[config.mk]
export PLATFORM = sky130hd
export DESIGN_NAME = k_combination_generator_top_flat
export DESIGN_NICKNAME = d
export VERILOG_FILES = /design/src/hw/rtl/kcg_pkg.sv /design/src/hw/rtl/kcg_if.sv /design/src/hw/rtl/k_combination_generator_top.sv /design/src/flat_wrapper.sv
export SDC_FILE = /design/constraint.sdc
export NUM_CORES = 1
export LEC_CHECK = 0
export ABC_AREA = 1
export BUFFER_PORTS_ARGS = -buffer_cell sky130_fd_sc_hd__buf_2
export CAP_MARGIN = 20
export CORE_MARGIN = 2
export CORE_UTILIZATION = 55
export DETAILED_ROUTE_END_ITERATION = 8
export GPL_ROUTABILITY_DRIVEN = 0
export PLACE_DENSITY_LB_ADDON = 0.1
export SYNTH_ARGS = -nofsm -noshare
export SYNTH_HDL_FRONTEND = slang
export SYNTH_SLANG_ARGS = --single-unit
[constraint.sdc]
create_clock -name clk -period 4.4 [get_ports clk]
set_input_delay 0.44 -clock clk [delete_from_list [all_inputs] [get_ports clk]]
set_output_delay 0.44 -clock clk [all_outputs]
set_load 0.02 [all_outputs]
[src/hw/rtl/kcg_pkg.sv]
// Shared types, constants and control program for the k-combination generator.
package kcg_pkg;

    localparam int MAX_ELEMENTS_DEF = 32;
    localparam int ADDR_W           = 3;
    localparam int DATA_W           = 32;
    localparam int CFG_W            = 6;
    localparam int MASK_W           = 32;

    localparam logic [CFG_W-1:0] SET_SIZE_RST     = 6'd4;
    localparam logic [CFG_W-1:0] CHOOSE_COUNT_RST = 6'd2;

    typedef enum logic [0:0] {
        REG_SET_SIZE     = 1'b0,
        REG_CHOOSE_COUNT = 1'b1
    } reg_idx_t;

    typedef enum logic [2:0] {
        OP_NONE,
        OP_ACCEPT,
        OP_EMIT,
        OP_WRAP,
        OP_RUN,
        OP_SKIP,
        OP_MOVE
    } op_t;

    typedef enum logic [2:0] {
        COND_ALWAYS,
        COND_NO_INPUT,
        COND_NO_SUBSET,
        COND_OUT_BUSY,
        COND_LAST,
        COND_BIT_SET,
        COND_BIT_CLEAR
    } cond_t;

    localparam int UPC_W = 3;
    typedef logic [UPC_W-1:0] upc_t;

    typedef struct packed {
        op_t   op;
        cond_t cond;
        upc_t  target;
    } uword_t;

    localparam upc_t STEP_WAIT  = 3'd0;
    localparam upc_t STEP_CHECK = 3'd1;
    localparam upc_t STEP_EMIT  = 3'd2;
    localparam upc_t STEP_WRAP  = 3'd3;
    localparam upc_t STEP_RUN   = 3'd4;
    localparam upc_t STEP_SKIP  = 3'd5;
    localparam upc_t STEP_MOVE  = 3'd6;

    // Jump to target when the condition holds, else fall through to the next step.
    function automatic uword_t ucode(upc_t addr);
        uword_t w;
        case (addr)
            STEP_WAIT:  w = '{op: OP_ACCEPT, cond: COND_NO_INPUT,  target: STEP_WAIT};
            STEP_CHECK: w = '{op: OP_NONE,   cond: COND_NO_SUBSET, target: STEP_WAIT};
            STEP_EMIT:  w = '{op: OP_EMIT,   cond: COND_OUT_BUSY,  target: STEP_EMIT};
            STEP_WRAP:  w = '{op: OP_WRAP,   cond: COND_LAST,      target: STEP_WAIT};
            STEP_RUN:   w = '{op: OP_RUN,    cond: COND_BIT_SET,   target: STEP_RUN};
            STEP_SKIP:  w = '{op: OP_SKIP,   cond: COND_BIT_CLEAR, target: STEP_SKIP};
            STEP_MOVE:  w = '{op: OP_MOVE,   cond: COND_ALWAYS,    target: STEP_WAIT};
            default:    w = '{op: OP_NONE,   cond: COND_ALWAYS,    target: STEP_WAIT};
        endcase
        return w;
    endfunction

endpackage

[src/hw/rtl/kcg_if.sv]
// Item channel interfaces for the k-combination generator.
interface kcg_in_if;
    logic valid;
    logic ready;
    logic restart;

    modport source (output valid, output restart, input ready);
    modport sink (input valid, input restart, output ready);
    modport monitor (input valid, input restart, input ready);
endinterface

interface kcg_out_if;
    import kcg_pkg::*;
    logic              valid;
    logic              ready;
    logic [MASK_W-1:0] chosen_mask;
    logic              is_last;

    modport source (output valid, output chosen_mask, output is_last, input ready);
    modport sink (input valid, input chosen_mask, input is_last, output ready);
    modport monitor (input valid, input chosen_mask, input is_last, input ready);
endinterface

[src/hw/rtl/k_combination_generator_top.sv]
// Lexicographic k-combination generator with APB configuration and a microcoded sequencer.
//
// Usage: each item on the request channel asks for one subset. restart=1 reloads the
// first subset {0..k-1} before it is emitted. The result channel returns the subset as
// chosen_mask (bit x set for element x) with is_last on the final subset {n-k..n-1};
// the enumeration then wraps to the first subset. When k > n an item yields no result.
// set_size (n) lies at byte address 0 and choose_count (k) at 4; a write reloads the
// first subset. Write only while no item is in flight.
// The result register is loaded in the emit step. Sequence: an item with k > n passes only
// the wait and check steps; one that emits the final subset passes wait, check, emit and
// wrap; any other goes on through run, skip and move, the sequencer scanning the mask one
// element per cycle from the top of the set down to b, the element that moves up.
// Reset: n = 4, k = 2, first subset loaded, no result pending; no clearing pass.
// Stall: the result register holds the item until taken; the sequencer waits in its
// emit step only when the register is still full, so the next item may be accepted
// while a result waits.
module k_combination_generator_top #(
    parameter int MAX_ELEMENTS = kcg_pkg::MAX_ELEMENTS_DEF
) (
    input  logic                        clk,
    input  logic                        rst_n,
    kcg_in_if.sink                      request,
    kcg_out_if.source                   result,
    input  logic                        psel,
    input  logic                        penable,
    input  logic                        pwrite,
    input  logic [kcg_pkg::ADDR_W-1:0]  paddr,
    input  logic [kcg_pkg::DATA_W-1:0]  pwdata,
    output logic [kcg_pkg::DATA_W-1:0]  prdata,
    output logic                        pready
);
    import kcg_pkg::*;

    localparam int PW    = (MAX_ELEMENTS > 1) ? $clog2(MAX_ELEMENTS) : 1;
    localparam int NW    = $clog2(MAX_ELEMENTS + 1);
    localparam int EXT_W = MAX_ELEMENTS + MASK_W;

    logic [CFG_W-1:0]        set_size_reg, set_size_next;
    logic [CFG_W-1:0]        choose_count_reg, choose_count_next;
    logic                    reload_reg, reload_next;
    upc_t                    upc_reg, upc_next;
    logic [MAX_ELEMENTS-1:0] comb_reg, comb_next;
    logic [PW-1:0]           ptr_reg, ptr_next;
    logic [NW-1:0]           run_reg, run_next;
    logic                    out_valid_reg, out_valid_next;
    logic [MASK_W-1:0]       chosen_mask_reg;
    logic                    is_last_reg;

    uword_t                  uw;
    logic                    cfg_we;
    reg_idx_t                cfg_idx;
    logic [NW-1:0]           n_eff;
    logic                    no_subset;
    logic                    at_last;
    logic                    cur_bit;
    logic                    accept;
    logic                    out_busy;
    logic                    emit_fire;
    logic                    cond_true;
    logic [MAX_ELEMENTS-1:0] first_mask;
    logic [MAX_ELEMENTS-1:0] last_mask;
    logic [MAX_ELEMENTS-1:0] below_mask;
    logic [MAX_ELEMENTS-1:0] move_mask;
    logic [EXT_W-1:0]        comb_ext;

    assign pready  = 1'b1;
    assign cfg_we  = psel && penable && pwrite;
    assign cfg_idx = reg_idx_t'(paddr[ADDR_W-1]);

    always_comb
    begin
        case (cfg_idx)
            REG_SET_SIZE:     prdata = DATA_W'(set_size_reg);
            REG_CHOOSE_COUNT: prdata = DATA_W'(choose_count_reg);
            default:          prdata = '0;
        endcase
    end

    always_comb
    begin
        set_size_next     = set_size_reg;
        choose_count_next = choose_count_reg;
        if (cfg_we)
        begin
            case (cfg_idx)
                REG_SET_SIZE:     set_size_next = pwdata[CFG_W-1:0];
                REG_CHOOSE_COUNT: choose_count_next = pwdata[CFG_W-1:0];
                default:          set_size_next = set_size_reg;
            endcase
        end
    end

    assign reload_next = cfg_we;

    // Clamp n to the storage size.
    always_comb
    begin
        if (int'(set_size_reg) > MAX_ELEMENTS)
            n_eff = NW'(MAX_ELEMENTS);
        else
            n_eff = NW'(set_size_reg);
    end

    assign no_subset = int'(choose_count_reg) > int'(n_eff);

    always_comb
    begin
        for (int i = 0; i < MAX_ELEMENTS; i++)
        begin
            first_mask[i] = i < int'(choose_count_reg);
            last_mask[i]  = (i < int'(n_eff)) &&
                            (i >= int'(n_eff) - int'(choose_count_reg));
            below_mask[i] = i < int'(ptr_reg);
            move_mask[i]  = (i > int'(ptr_reg)) &&
                            (i <= int'(ptr_reg) + int'(run_reg) + 1);
        end
    end

    assign at_last  = (choose_count_reg == '0) || (comb_reg == last_mask);
    assign cur_bit  = comb_reg[ptr_reg];
    assign comb_ext = EXT_W'(comb_reg);

    assign uw            = ucode(upc_reg);
    assign request.ready = (uw.op == OP_ACCEPT);
    assign accept        = request.valid && request.ready;
    assign out_busy      = out_valid_reg && !result.ready;
    assign emit_fire     = (uw.op == OP_EMIT) && !out_busy;

    always_comb
    begin
        case (uw.cond)
            COND_ALWAYS:    cond_true = 1'b1;
            COND_NO_INPUT:  cond_true = !request.valid;
            COND_NO_SUBSET: cond_true = no_subset;
            COND_OUT_BUSY:  cond_true = out_busy;
            COND_LAST:      cond_true = at_last;
            COND_BIT_SET:   cond_true = cur_bit;
            COND_BIT_CLEAR: cond_true = !cur_bit;
            default:        cond_true = 1'b0;
        endcase
        upc_next = cond_true ? uw.target : upc_reg + 1'b1;
    end

    always_comb
    begin
        comb_next = comb_reg;
        ptr_next  = ptr_reg;
        run_next  = run_reg;
        if (reload_reg)
            comb_next = first_mask;
        case (uw.op)
            OP_ACCEPT:
            begin
                if (accept && request.restart)
                    comb_next = first_mask;
            end
            OP_WRAP:
            begin
                if (at_last)
                    comb_next = first_mask;
                ptr_next = PW'(int'(n_eff) - 1);
                run_next = '0;
            end
            OP_RUN:
            begin
                if (cur_bit)
                begin
                    ptr_next = ptr_reg - 1'b1;
                    run_next = run_reg + 1'b1;
                end
            end
            OP_SKIP:
            begin
                if (!cur_bit)
                    ptr_next = ptr_reg - 1'b1;
            end
            OP_MOVE:
            begin
                comb_next = (comb_reg & below_mask) | move_mask;
            end
            default:
            begin
                ptr_next = ptr_reg;
            end
        endcase
    end

    always_comb
    begin
        if (emit_fire)
            out_valid_next = 1'b1;
        else if (result.ready)
            out_valid_next = 1'b0;
        else
            out_valid_next = out_valid_reg;
    end

    always_ff @(posedge clk or negedge rst_n)
    begin
        if (!rst_n)
        begin
            set_size_reg     <= SET_SIZE_RST;
            choose_count_reg <= CHOOSE_COUNT_RST;
            reload_reg       <= 1'b1;
            upc_reg          <= STEP_WAIT;
            out_valid_reg    <= 1'b0;
            ptr_reg          <= '0;
            run_reg          <= '0;
        end
        else
        begin
            set_size_reg     <= set_size_next;
            choose_count_reg <= choose_count_next;
            reload_reg       <= reload_next;
            upc_reg          <= upc_next;
            out_valid_reg    <= out_valid_next;
            ptr_reg          <= ptr_next;
            run_reg          <= run_next;
        end
    end

    always_ff @(posedge clk)
    begin
        comb_reg <= comb_next;
        if (emit_fire)
        begin
            chosen_mask_reg <= comb_ext[MASK_W-1:0];
            is_last_reg     <= at_last;
        end
    end

    assign result.valid       = out_valid_reg;
    assign result.chosen_mask = chosen_mask_reg;
    assign result.is_last     = is_last_reg;

endmodule

[src/flat_wrapper.sv]
// flat-port wrapper written by rule: the top's interface ports become plain ports
module k_combination_generator_top_flat import kcg_pkg::*;
#(
    parameter int MAX_ELEMENTS = kcg_pkg::MAX_ELEMENTS_DEF
)
  (clk, rst_n, psel, penable, pwrite, paddr, pwdata, prdata, pready, request_valid, request_restart, request_ready, result_valid, result_chosen_mask, result_is_last, result_ready);
  kcg_in_if request_i ();
  kcg_out_if result_i ();
  input  logic clk;
  input  logic rst_n;
  input  logic psel;
  input  logic penable;
  input  logic pwrite;
  input  logic [kcg_pkg::ADDR_W-1:0] paddr;
  input  logic [kcg_pkg::DATA_W-1:0] pwdata;
  output logic [kcg_pkg::DATA_W-1:0] prdata;
  output logic pready;
  input wire logic [$bits(request_i.valid)-1:0] request_valid;
  input wire logic [$bits(request_i.restart)-1:0] request_restart;
  output wire logic [$bits(request_i.ready)-1:0] request_ready;
  output wire logic [$bits(result_i.valid)-1:0] result_valid;
  output wire logic [$bits(result_i.chosen_mask)-1:0] result_chosen_mask;
  output wire logic [$bits(result_i.is_last)-1:0] result_is_last;
  input wire logic [$bits(result_i.ready)-1:0] result_ready;
  assign request_i.valid = request_valid;
  assign request_i.restart = request_restart;
  assign request_ready = request_i.ready;
  assign result_valid = result_i.valid;
  assign result_chosen_mask = result_i.chosen_mask;
  assign result_is_last = result_i.is_last;
  assign result_i.ready = result_ready;
  k_combination_generator_top #(.MAX_ELEMENTS(MAX_ELEMENTS)) u_core (.clk(clk), .rst_n(rst_n), .request(request_i), .result(result_i), .psel(psel), .penable(penable), .pwrite(pwrite), .paddr(paddr), .pwdata(pwdata), .prdata(prdata), .pready(pready));
endmodule
==> metrics.md <==
| Metric | Value |
|---|---|
| Ys async rst share | a little under a third |
| Tot Pwr | between 0.007 and 0.008 W |
| Via count | between 9000 and 10000 |
| Crit path max fanout | 22 |
| 1st-iter DRT viols | between 1500 and 2000 |
| CP required | 4.65 ns |
| NumNets Final | between 1500 and 2000 |
| Seq/Total Area, Yosys | 26.2% |
| Final Max Slew Viols | 0 |
| # diodes | 0 |
| PD cells | around 800 nW/um^2 |
| Cells after Synth | 1403 |
| Total gr overflow | 0 |
| Max cap viols | 0 |
| CP Cell Sequence | inv_1 -> nor2_1 -> inv_1 -> ha_1 -> fa_1 -> inv_1 -> a21oi_1 -> nand2_4 -> nand3_1 -> nand2_2 -> nand3_4 -> nand2_2 -> nand2_1 -> xor2_1 -> nand2_1 -> nor2_1 -> nand2_1 -> nor2_2 -> nand2_4 -> buf_4 -> nand3_2 -> nand3_1 -> a21oi_1 |
| Cell taking the most area after synthesis | nand2_1 |
| Initial Util | a little under three fifths |
| Leak | between 4 and 5 nW |
| Primary FF master, synth | edfxtp_1 |
| Setup TNS | 0 ns |
| Synth area leaders | nand2_1 13%, edfxtp_1 11%, nand3_1 7.7%, inv_1 7.7%, a21oi_1 7.4% |
| Antenna violations before repair | 0 |
| Clock-pin slew on the worst setup and hold paths | roughly 0.080 ns |
| Synth top area share | between 10% and 20% |
| DPL Wire Length | ~23 mm |
| Critical path origin | u_core.set_size_reg[0] |
| Avg WL per Cell | 18.5 um |
| CTS tree | yes |
| Avg Cell Area, Syn | 6.36 um^2 |
| Max incr delay on CP | around 0.41 ns |
| Core Box Area | 15900 um^2 |
| Layout cell share with drive strength beyond 1 | 10.3% |
| Post-synth top cells | 303 x nand2_1, 182 x inv_1, 141 x nor2_1 |
| Root Buffer | clkbuf_16 |
| Clock latency at the later pin of the worst-skew pair | ~0.36 ns |
| Worst slew pin tran | ~1 ns |
| Inserted Clock Buffers | 9 |
| Fmax | about 0.25 GHz |
| Max Root-Sink Buffers | 2 |
| H-Tree Depth | 3 |
| Vias/cell | approximately 6 |
| Synth warn | 0 |
| # DRC | 0 |
| Die Area | 17300 um^2 |
| Hold violation total from the final report | 0 |
| Post-synthesis register bit count | 93 |
| Port Buffers | 55 |
| Crit. End Element | register |
| Post-synth EDFFs | 33 |
| Worst VDD drop | 0.560 mV |
| I/O pins | 111 |
| Status | finished, final reports clean |
| Fin crit period | approximately 4.0 ns |
| First-pass GRT wire length | ~48 mm |
| Largest net degree at the start of global routing | 41 |
| RSZ-0062 raised after global routing | false |
| Setup crit start kind | register |
| Final wirelength | 30.6 mm |
| Clk_skew | 0.0125 ns |
| Area Growth Syn to Fin | 6.96% |
| Vias in the first global route | 8623 |
| # clock sinks | 93 |
| Slew headroom | about a third |
| Cell Area, Synth | just under 9000 um^2 |
| Total Routing Usage GR | between 30% and 40% |
| Worst r2r src | u_core.set_size_reg[0] |
| Die span in y | 131 um |
| Final setup viols | 0 |
| Cell variety after synth | 50 |
| Antenna viol nets, final | 0 |
| # hold bufs at CTS | 0 |
| Final period utilization | about nine tenths |
| Top-count cell post-synth | nand2_1 |
| CP arrival | between 4 and 5 ns |
| Type of the most critical hold path | primary input to async pin |
| Cell Rows | 46 |
| Critical path's slowest cell | fa_1 |
| Die width | between 100 and 150 um |
| Critical path type | register to register |
| DR pass1 iterations | 6 |
==> critical path: cells and delay by family, from the launching register on <==
| kind | cells | cell delay, ns |
|---|---|---|
| and+or+nand+nor | 14 | 1.85 |
| adders and majority gates | 2 | 0.66 |
| DFF | 1 | 0.35 |
| xor gates and xnor gates | 1 | 0.15 |
| buffers and inverters | 4 | 0.50 |
| AOI/OAI and AO/OA | 2 | 0.39 |
==> layout make-up <==
cell class	count	area, um^2
clock inverters	7	72.6
multi-input cells	1065	5500
clock buffers	9	225
fillers	1603	6330
inverters	190	713
flip-flops and latches	93	2340
repair buffers	76	430
well taps	216	270
==> cells in the final DEF, fill, tap and decap left out, drive strengths merged, types with 32 or more instances in the layout <==
master,n
nand2,317
inv,191
nand3,156
nor2,148
a21oi,133
o21ai,122
buf,75
edfxtp,33
dfxtp,32
==> per-stage QoR <==
step                      cell area [um^2]  hold slack, ns  util [%]  instances  setup slack, ns
after floorplan                       9020           0.144         -       1428             1.14
after global placement                9230           0.442      58.1       1639            0.361
after detailed placement              9230           0.451      58.1       1639            0.245
after CTS                             9530           0.129      60.0       1655            0.224
after global routing                  9550           0.174      60.1       1656           0.0524
final                                 9550           0.104      60.1       1656            0.370
==> worst paths after layout <==
path / slack (ns) / cells after the start / end
min in group clk: 0.32 / 3 / u_core.choose_count_reg[1]
worst min-delay path: 0.10 / 1 / u_core.choose_count_reg[2]
max in group asynchronous: 3.86 / 1 / u_core.ptr_reg[0]
worst max register to register: 0.37 / 23 / u_core.comb_reg[18]
worst max-delay path: 0.37 / 23 / u_core.comb_reg[18]
worst min register to register: 0.46 / 1 / u_core.run_reg[5]
==> power breakdown <==
part	switching [W]	internal (W)	total, W
Sequential	0.000513	0.00126	0.00178
Combinational	0.00352	0.00159	0.00511
Clock	0.000390	0.000402	0.000792
Total	0.00442	0.00325	0.00768
==> logic make-up after synthesis <==
group                      after synthesis  share of synthesized area (%)
AOI/OAI and AO/OA                      324                           20.3
xor gates and xnor gates                14                           1.37
adders and majority gates               31                           4.51
buffers and inverters                  270                           13.6
DFF                                     93                           26.2
other                                    2                         0.0841
and+or+nand+nor                        669                           34.0
==> repair_timing <==
| action | CTS | global route |
|---|---|---|
| endpoints found under the setup margin | 0 | 27 |
| setup buffers | 0 | 0 |
| resized for setup | 0 | 2 |
==> routing by layer <==
layer  vias up  routed length [um]  track usage [%]
li1       4701                   -                -
met1      4470               11900             47.0
met2       639               13000             51.7
met3       140                3880             9.07
met4         0                1770             18.2
met5         -                   0                0
(Power assumes the default switching activity.)
